--- src/hdl/swsnd_pkg.sv ---
package swsnd_pkg;

	localparam int SEQ_BITS     = 16;
	localparam int PAYLOAD_BITS = 64;
	localparam int WSIZE_BITS   = 6;
	localparam int CFG_BITS     = 16;

	localparam logic [1:0] REQ_SEND    = 2'd0;
	localparam logic [1:0] REQ_ACK     = 2'd1;
	localparam logic [1:0] REQ_TIMEOUT = 2'd2;

	localparam logic CFG_INITIAL_SEQ = 1'b0;
	localparam logic CFG_WINDOW_SIZE = 1'b1;

	localparam logic [1:0] DUP_LIMIT = 2'd3;
	localparam logic [WSIZE_BITS-1:0] WSIZE_RESET = 6'd4;

	typedef struct packed {
		logic [1:0]              req_type;
		logic [PAYLOAD_BITS-1:0] payload;
		logic [SEQ_BITS-1:0]     ack_number;
		logic                    ack_valid;
	} item_t;

	typedef struct packed {
		logic                    accepted;
		logic                    pkt_valid;
		logic [SEQ_BITS-1:0]     pkt_seq;
		logic [PAYLOAD_BITS-1:0] pkt_payload;
		logic                    timer_start;
		logic                    timer_stop;
		logic                    last;
	} result_t;

endpackage

--- src/hdl/swsnd_buf.sv ---
module swsnd_buf #(
	parameter int DEPTH = 32,
	parameter int AW    = 5,
	parameter int DW    = 64
) (
	input  logic          clk,
	input  logic          we,
	input  logic [AW-1:0] waddr,
	input  logic [DW-1:0] wdata,
	input  logic [AW-1:0] raddr,
	output logic [DW-1:0] rdata
);

	logic [DW-1:0] mem [DEPTH];

	always_ff @(posedge clk) begin
		if (we) begin
			mem[waddr] <= wdata;
		end
	end

	always_ff @(posedge clk) begin
		rdata <= mem[raddr];
	end

endmodule

--- src/hdl/sliding_window_sender.sv ---
// channel  | handshake            | payload
// ---------+----------------------+---------------------------
// request  | start, busy          | item   (swsnd_pkg::item_t)
// result   | done (one per result) | result (swsnd_pkg::result_t)
// config   | cfg_we               | cfg_index, cfg_data
//
// A request is taken when start is high and busy low; busy is then high while it runs.
// Send, ack and unknown requests: take, then execute; one result the cycle after.
// Timeout: one result per outstanding packet (at least one), one result per cycle,
// paced by the single read port of the payload buffer.
// Reset clears window state at once; the payload buffer needs no clearing pass.
// The receiver cannot stall: each result is valid for exactly the cycle done is high.
module sliding_window_sender #(
	parameter int WINDOW_MAX = 32
) (
	input  logic                                  clk,
	input  logic                                  arst_n,
	input  logic                                  start,
	output logic                                  busy,
	input  swsnd_pkg::item_t                      item,
	input  logic                                  cfg_we,
	input  logic                                  cfg_index,
	input  logic [swsnd_pkg::CFG_BITS-1:0]        cfg_data,
	output logic                                  done,
	output swsnd_pkg::result_t                    result
);

	localparam int SB = swsnd_pkg::SEQ_BITS;
	localparam int PB = swsnd_pkg::PAYLOAD_BITS;
	localparam int AW = (WINDOW_MAX > 1) ? $clog2(WINDOW_MAX) : 1;
	localparam int CW = $clog2(WINDOW_MAX + 1);
	localparam logic [AW-1:0] LAST_ADDR = AW'(WINDOW_MAX - 1);
	localparam logic [AW:0]   DEPTH_W   = (AW + 1)'(WINDOW_MAX);
	localparam logic [SB-1:0] WMAX_SEQ  = SB'(WINDOW_MAX);

	typedef enum logic [2:0] {
		ST_IDLE = 3'b001,
		ST_EXEC = 3'b010,
		ST_TOUT = 3'b100
	} state_t;

	state_t             state_q, state_d;
	swsnd_pkg::item_t   item_q;
	swsnd_pkg::result_t result_q, result_d;
	logic               done_q, done_d;
	logic [SB-1:0]      base_q, base_d;
	logic [SB-1:0]      next_q, next_d;
	logic [1:0]         dup_q, dup_d;
	logic [AW-1:0]      head_q, head_d;
	logic [AW-1:0]      ptr_q, ptr_d;
	logic [CW-1:0]      idx_q, idx_d;
	logic [CW-1:0]      cnt_q, cnt_d;
	logic [swsnd_pkg::WSIZE_BITS-1:0] wsize_q;

	logic [SB-1:0] outs_c, eff_c, off_c, outs_new_c, ack_next_c;
	logic [AW:0]   wsum_c, hsum_c;
	logic [AW-1:0] waddr_c, head_adv_c, head_inc_c, ptr_inc_c, raddr_c;
	logic [PB-1:0] rdata;
	logic          we_c, full_c, adv_c, dup_hit_c, resend_c;
	logic [CW-1:0] tcnt_c;

	assign outs_c = next_q - base_q;
	assign eff_c  = (wsize_q == '0) ? SB'(1) :
		((SB'(wsize_q) > WMAX_SEQ) ? WMAX_SEQ : SB'(wsize_q));
	assign full_c = (outs_c >= eff_c) || (outs_c >= WMAX_SEQ);

	// ring address of entry at offset outs from base
	assign wsum_c  = {1'b0, head_q} + outs_c[AW:0];
	assign waddr_c = (wsum_c >= DEPTH_W) ? AW'(wsum_c - DEPTH_W) : wsum_c[AW-1:0];

	assign off_c      = item_q.ack_number - base_q;
	assign ack_next_c = item_q.ack_number + SB'(1);
	assign adv_c      = item_q.ack_valid && (off_c < outs_c);
	assign dup_hit_c  = item_q.ack_valid && (item_q.ack_number == base_q - SB'(1));
	assign resend_c   = !adv_c && dup_hit_c && (dup_q == swsnd_pkg::DUP_LIMIT - 2'd1)
		&& (outs_c != '0);
	assign outs_new_c = adv_c ? (next_q - ack_next_c) : outs_c;
	assign hsum_c     = {1'b0, head_q} + off_c[AW:0] + (AW + 1)'(1);
	assign head_adv_c = (hsum_c >= DEPTH_W) ? AW'(hsum_c - DEPTH_W) : hsum_c[AW-1:0];

	assign head_inc_c = (head_q == LAST_ADDR) ? '0 : head_q + AW'(1);
	assign ptr_inc_c  = (ptr_q == LAST_ADDR) ? '0 : ptr_q + AW'(1);
	assign tcnt_c     = (outs_c > WMAX_SEQ) ? CW'(WINDOW_MAX) : outs_c[CW-1:0];

	always_comb begin
		unique case (state_q)
			ST_IDLE: raddr_c = head_q;
			ST_EXEC: raddr_c = head_inc_c;
			ST_TOUT: raddr_c = ptr_inc_c;
			default: raddr_c = head_q;
		endcase
	end

	always_comb begin
		state_d  = state_q;
		result_d = '0;
		done_d   = 1'b0;
		base_d   = base_q;
		next_d   = next_q;
		dup_d    = dup_q;
		head_d   = head_q;
		ptr_d    = ptr_q;
		idx_d    = idx_q;
		cnt_d    = cnt_q;
		we_c     = 1'b0;
		unique case (state_q)
			ST_IDLE: begin
				if (start) begin
					state_d = ST_EXEC;
				end
			end
			ST_EXEC: begin
				done_d        = 1'b1;
				result_d.last = 1'b1;
				state_d       = ST_IDLE;
				unique case (item_q.req_type)
					swsnd_pkg::REQ_SEND: begin
						if (!full_c) begin
							we_c                 = 1'b1;
							result_d.accepted    = 1'b1;
							result_d.pkt_valid   = 1'b1;
							result_d.pkt_seq     = next_q;
							result_d.pkt_payload = item_q.payload;
							result_d.timer_start = (outs_c == '0);
							next_d               = next_q + SB'(1);
						end
					end
					swsnd_pkg::REQ_ACK: begin
						if (adv_c) begin
							base_d = ack_next_c;
							head_d = head_adv_c;
							dup_d  = 2'd1;
						end else if (dup_hit_c && dup_q != swsnd_pkg::DUP_LIMIT) begin
							dup_d = dup_q + 2'd1;
						end
						if (resend_c) begin
							result_d.pkt_valid   = 1'b1;
							result_d.pkt_seq     = base_q;
							result_d.pkt_payload = rdata;
						end
						result_d.timer_start = (outs_new_c != '0);
						result_d.timer_stop  = (outs_new_c == '0);
					end
					swsnd_pkg::REQ_TIMEOUT: begin
						result_d.timer_start = 1'b1;
						if (outs_c != '0) begin
							result_d.pkt_valid   = 1'b1;
							result_d.pkt_seq     = base_q;
							result_d.pkt_payload = rdata;
							result_d.last        = (tcnt_c == CW'(1));
							cnt_d                = tcnt_c;
							idx_d                = CW'(1);
							ptr_d                = head_inc_c;
							if (tcnt_c != CW'(1)) begin
								state_d = ST_TOUT;
							end
						end
					end
					default: begin
					end
				endcase
			end
			ST_TOUT: begin
				done_d               = 1'b1;
				result_d.pkt_valid   = 1'b1;
				result_d.pkt_seq     = base_q + SB'(idx_q);
				result_d.pkt_payload = rdata;
				result_d.last        = (idx_q + CW'(1) == cnt_q);
				idx_d                = idx_q + CW'(1);
				ptr_d                = ptr_inc_c;
				if (result_d.last) begin
					state_d = ST_IDLE;
				end
			end
			default: state_d = ST_IDLE;
		endcase
	end

	always_ff @(posedge clk or negedge arst_n) begin
		if (!arst_n) begin
			state_q <= ST_IDLE;
			done_q  <= 1'b0;
			base_q  <= '0;
			next_q  <= '0;
			dup_q   <= '0;
			head_q  <= '0;
			wsize_q <= swsnd_pkg::WSIZE_RESET;
		end else begin
			state_q <= state_d;
			done_q  <= done_d;
			head_q  <= head_d;
			if (cfg_we && cfg_index == swsnd_pkg::CFG_INITIAL_SEQ) begin
				base_q <= cfg_data[SB-1:0];
				next_q <= cfg_data[SB-1:0];
				dup_q  <= '0;
			end else begin
				base_q <= base_d;
				next_q <= next_d;
				dup_q  <= dup_d;
			end
			if (cfg_we && cfg_index == swsnd_pkg::CFG_WINDOW_SIZE) begin
				wsize_q <= cfg_data[swsnd_pkg::WSIZE_BITS-1:0];
			end
		end
	end

	always_ff @(posedge clk) begin
		result_q <= result_d;
		ptr_q    <= ptr_d;
		idx_q    <= idx_d;
		cnt_q    <= cnt_d;
		if (state_q == ST_IDLE && start) begin
			item_q <= item;
		end
	end

	swsnd_buf #(
		.DEPTH(WINDOW_MAX),
		.AW   (AW),
		.DW   (PB)
	) u_buf (
		.clk  (clk),
		.we   (we_c),
		.waddr(waddr_c),
		.wdata(item_q.payload),
		.raddr(raddr_c),
		.rdata(rdata)
	);

	assign busy   = (state_q != ST_IDLE);
	assign done   = done_q;
	assign result = result_q;

	a_done_from_work: assert property (@(posedge clk) disable iff (!arst_n)
		done |-> ($past(state_q) == ST_EXEC || $past(state_q) == ST_TOUT))
		else $error("result strobe without work");

	a_last_on_finish: assert property (@(posedge clk) disable iff (!arst_n)
		$fell(busy) |-> (done && result.last))
		else $error("request finished without final result");

	a_window_bound: assert property (@(posedge clk) disable iff (!arst_n)
		outs_c <= WMAX_SEQ)
		else $error("outstanding count beyond buffer depth");

	a_accept_has_pkt: assert property (@(posedge clk) disable iff (!arst_n)
		(done && result.accepted) |-> (result.pkt_valid && result.last))
		else $error("accepted send without packet");

endmodule
--- config.mk ---
export PLATFORM = sky130hd
export DESIGN_NAME = sliding_window_sender
export DESIGN_NICKNAME = d
export VERILOG_FILES = /design/src/hdl/swsnd_pkg.sv /design/src/hdl/swsnd_buf.sv /design/src/hdl/sliding_window_sender.sv
export SDC_FILE = /design/constraint.sdc
export NUM_CORES = 2
export LEC_CHECK = 0
export ABC_AREA = 1
export BUFFER_PORTS_ARGS = -buffer_cell sky130_fd_sc_hd__buf_2
export CAP_MARGIN = 0
export CORE_ASPECT_RATIO = 1.2
export CORE_MARGIN = 2
export CORE_UTILIZATION = 35
export CTS_BUF_LIST = sky130_fd_sc_hd__clkbuf_4 sky130_fd_sc_hd__clkbuf_8
export DETAILED_ROUTE_END_ITERATION = 6
export GPL_TIMING_DRIVEN = 1
export PLACE_DENSITY_LB_ADDON = 0.15
export SLEW_MARGIN = 15
export SYNTH_ARGS = -nofsm -noshare
export SYNTH_HDL_FRONTEND = slang
export SYNTH_SLANG_ARGS = --single-unit
--- constraint.sdc ---
create_clock -name clk -period 16.02 [get_ports clk]
set_input_delay 0.801 -clock clk [delete_from_list [all_inputs] [get_ports clk]]
set_output_delay 0.801 -clock clk [all_outputs]
set_load 0.05 [all_outputs]
==> summary.txt <==
Worst setup path
  • Largest fanout on the critical path: 39
  • Nature of the critical path startpoint: flip-flop
  • Worst Setup Path Type: reg -> reg
  • Data required time at the worst endpoint: 16610 ps
  • Worst EP arrival: 7240 ps
  • FF-to-FF setup slack: 9370 ps
  • Critical Path Sink Type: flip-flop

Power
  • Maximum vdd drop: 0.183 mV
  • Leakage power of the design: 39.9 nW
  • Fraction of power consumed by the clock network: 0.251
  • Switching share of total power: 0.408
  • Internal: 13.0 mW
  • Pwr/cell area: 195 nW/um^2
  • Power, Total: 21.9 mW
  • Proportion of power drawn by combinational gates: 0.395
  • Share of total power in sequential cells: 0.354
  • Net load switching power: 8.93 mW

Timing
  • Endpoints failing hold: 0
  • Setup Viol. Count Final: 0
  • Relative slew slack: 0.202
  • RSZ-0062 raised after global routing: false
  • Total Neg Setup Slack: 0 ps
  • Post-layout min period: 6650 ps
  • Final Cycle Share: 0.415
  • Worst-case hold slack: 138 ps
  • Highest clock frequency the design can meet: 150 MHz
  • Transition time at the pin with the least slew margin: 1200 ps
  • Max-slew violation count: 0
  • Final Skew: 98.0 ps

Job
  • Maxcap violations: 0

Die
  • Die Footprint: 285000 sq um
  • Die Y-Extent: 584 um
  • Core Region: 279000 sq um
  • Starting utilization of the core area: 0.352
  • Top-level I/O count: 191
  • Cell Rows: 212
  • Die span in x: 487 um

Logic synthesis
  • Sequential element share of the synthesized area: 0.700
  • Main flop type after synthesis: sky130_fd_sc_hd__edfxtp_1
  • Yosys warnings: 0
  • List of most frequent post-synthesis cells: 2148 x sky130_fd_sc_hd__edfxtp_1, 1457 x sky130_fd_sc_hd__nor2_1, 1149 x sky130_fd_sc_hd__nand2_1
  • Number of flops mapped to enable cells by yosys: 2148
  • Synth Net Count: 8316
  • Unique cell type count in the Yosys netlist: 55
  • Top-area cell type share of the netlist area: 0.657
  • Flop and latch count out of synthesis: 2346
  • Top area cells in the synthesized netlist: sky130_fd_sc_hd__edfxtp_1 66%, sky130_fd_sc_hd__nor2_1 5.6%, sky130_fd_sc_hd__nand2_1 4.4%
  • Synth Area per Inst: 12.1 sq um
  • Most frequently used cell type in the post-synthesis netlist: sky130_fd_sc_hd__edfxtp_1
  • Share of flip-flops with an asynchronous set or reset after synthesis: 0.0209
  • Summed instance area of the synthesized netlist: 98100 sq um
  • Cell count after synthesis: 8117
  • Biggest area consumer among synthesized cells: sky130_fd_sc_hd__edfxtp_1

Cells and area
  • Final-layout fill cell count: 26.5k
  • Synthesis-to-finish area growth: 14.5%
  • Final cell utilization of the core: 0.403
  • Final nets: 8687
  • Summed area of non-filler cells in the final layout: 112000 sq um
  • Share of post-route cells with drive strength above 1: 0.171

Detailed routing
  • Final wirelength: 305 mm
  • Routed Antenna Nets: 0
  • First-pass DRT Iterations: 5
  • Via count of the routed design: 64.9k
  • Per-cell via count in the routed design: 5.21
  • Average wire per standard cell: 24.5 um
  • Number of remaining DRC errors: 0
  • DRC marker count from the first detailed-route iteration: 5385

Clock tree
  • Max H-tree Level: 5
  • TritonCTS clock tree: yes
  • Clock network latency to the later pin of the worst-skew pair: 1040 ps
  • Number of CTS-inserted buffers: 397
  • Number of instances resized during post-cts repair: 0
  • Reg clk slew, reported paths: 70 ps
  • Maximum count of clock buffers along a single path: 4
  • Cell chosen for the clock root: sky130_fd_sc_hd__clkbuf_8
  • CTS Sinks: 2346

Hold path
  • Class of the tightest hold or removal check: in -> reg

Placed design
  • RePlAce Congestion: 0.890
  • Port Buffer Count: 190
  • Post-DP Area: 103000 sq um
  • Post-detailed-placement half-perimeter wirelength: 170 mm

GRT
  • Residual overflow from global routing: 0
  • Largest net degree at the start of global routing: 196
  • Antenna violations before repair: 12
  • Via count of the first global-routing pass: 65.0k
  • First-pass GRT wire length: 445 mm
  • Global-route usage over all layers: 0.210

Status
  • Status: complete, no violations
kinds of logic after synthesis:
| kind of cell | Yosys count | synth area share |
|---|---|---|
| xor+xnor | 68 | 0.00622 |
| simple gates | 3175 | 0.135 |
| fa+ha+maj | 95 | 0.0126 |
| flops | 2346 | 0.700 |
| compound gates | 1599 | 0.111 |
| buf+inv | 834 | 0.0347 |
path summary, 6_finish.rpt:
check | depth (start not counted) | start | end
max | 19 | base_q[2] | u_buf.mem[24][48]
max in group asynchronous | 3 | arst_n | next_q[14]
min | 3 | cfg_data[5] | wsize_q[5]
max reg2reg | 19 | base_q[2] | u_buf.mem[24][48]
min in group asynchronous | 3 | arst_n | next_q[0]
min reg2reg | 2 | u_buf.rdata[16] | result[19]
worst max-delay path, stage by stage (launching register included):
cell                      delay, ps
sky130_fd_sc_hd__dfrtp_1        410
sky130_fd_sc_hd__inv_1          120
sky130_fd_sc_hd__ha_1           400
sky130_fd_sc_hd__nand2_1        110
sky130_fd_sc_hd__nand2_1         90
sky130_fd_sc_hd__inv_2           50
sky130_fd_sc_hd__nand2_1        110
sky130_fd_sc_hd__xnor2_1        420
sky130_fd_sc_hd__inv_1          120
sky130_fd_sc_hd__ha_1           310
sky130_fd_sc_hd__a21oi_1        150
sky130_fd_sc_hd__o21ai_0        120
sky130_fd_sc_hd__a31oi_1        190
sky130_fd_sc_hd__nand4_2        200
sky130_fd_sc_hd__nor2_8         750
sky130_fd_sc_hd__nand2_4        140
sky130_fd_sc_hd__inv_2          280
sky130_fd_sc_hd__nand3_2        430
sky130_fd_sc_hd__nor2_4         910
sky130_fd_sc_hd__buf_4          780
final cells by class:
class	count	area (sq um)	area share
Tap cell	3638	4550	0.0405
Inverter	348	1340	0.0119
Clock buffer	593	7250	0.0646
Multi-Input combinational cell	4937	26300	0.234
Antenna cell	6	15.0	0.000134
Timing Repair Buffer	458	3350	0.0298
Sequential cell	2346	68700	0.612
Clock inverter	130	841	0.00748
metal layers:
metal	GRT usage	wire, um
met5	0	0
met3	0.0286	15600
met4	0.0548	6790
met2	0.360	150000
met1	0.279	133000
repair_timing:
action | 4_1_cts | 5_1_grt
endpoints found under the hold margin | 141 | 0
hold buffers | 94 | 0
setup buffers | 0 | 0
per-stage QoR:
stage               std cells  setup WS, ps
global placement        11624          9470
CTS                     12442          9370
detailed placement      11625          9470
floorplan                8117         10040
finish                  12456          9370
global route            12451          9060
flip-flops by register name, summed over array words and instances, names as in the netlist:
signal,cells
wsize_q,6
dup_q,2
u_buf.mem,2048
item_q,83
head_q,5
base_q,16
cnt_q,6
done,1
state_q,3
next_q,16
result,85
ptr_q,5
u_buf.rdata,64
idx_q,6
cells in the final DEF (no fill, tap or decap), drive strengths merged, types with 89 or more instances in the layout:
master and n:
inv 353, ha 89, o21ai 337, clkbuf 593, o211ai 520, buf 364
nor2 1464, o22ai 129, dfxtp 149, edfxtp 2148, nand2 1157, dlygate4sd3 94
o31ai 514, or2 396, nand3 93, clkinv 105
power by group through the flow:
| stage | Combinational (mW) | Sequential [mW] | Clock (mW) |
|---|---|---|---|
| 3_5_place_dp | 8.62 | 7.92 | 0 |
| 4_1_cts | 8.67 | 7.80 | 5.66 |
| 3_3_place_gp | 8.60 | 7.93 | 0 |
| 6_report | 8.66 | 7.75 | 5.50 |
| 5_1_grt | 9.56 | 7.77 | 5.91 |
| 2_1_floorplan | 5.40 | 8.12 | 0 |
No activity file was read; power rests on OpenSTA's default activity.
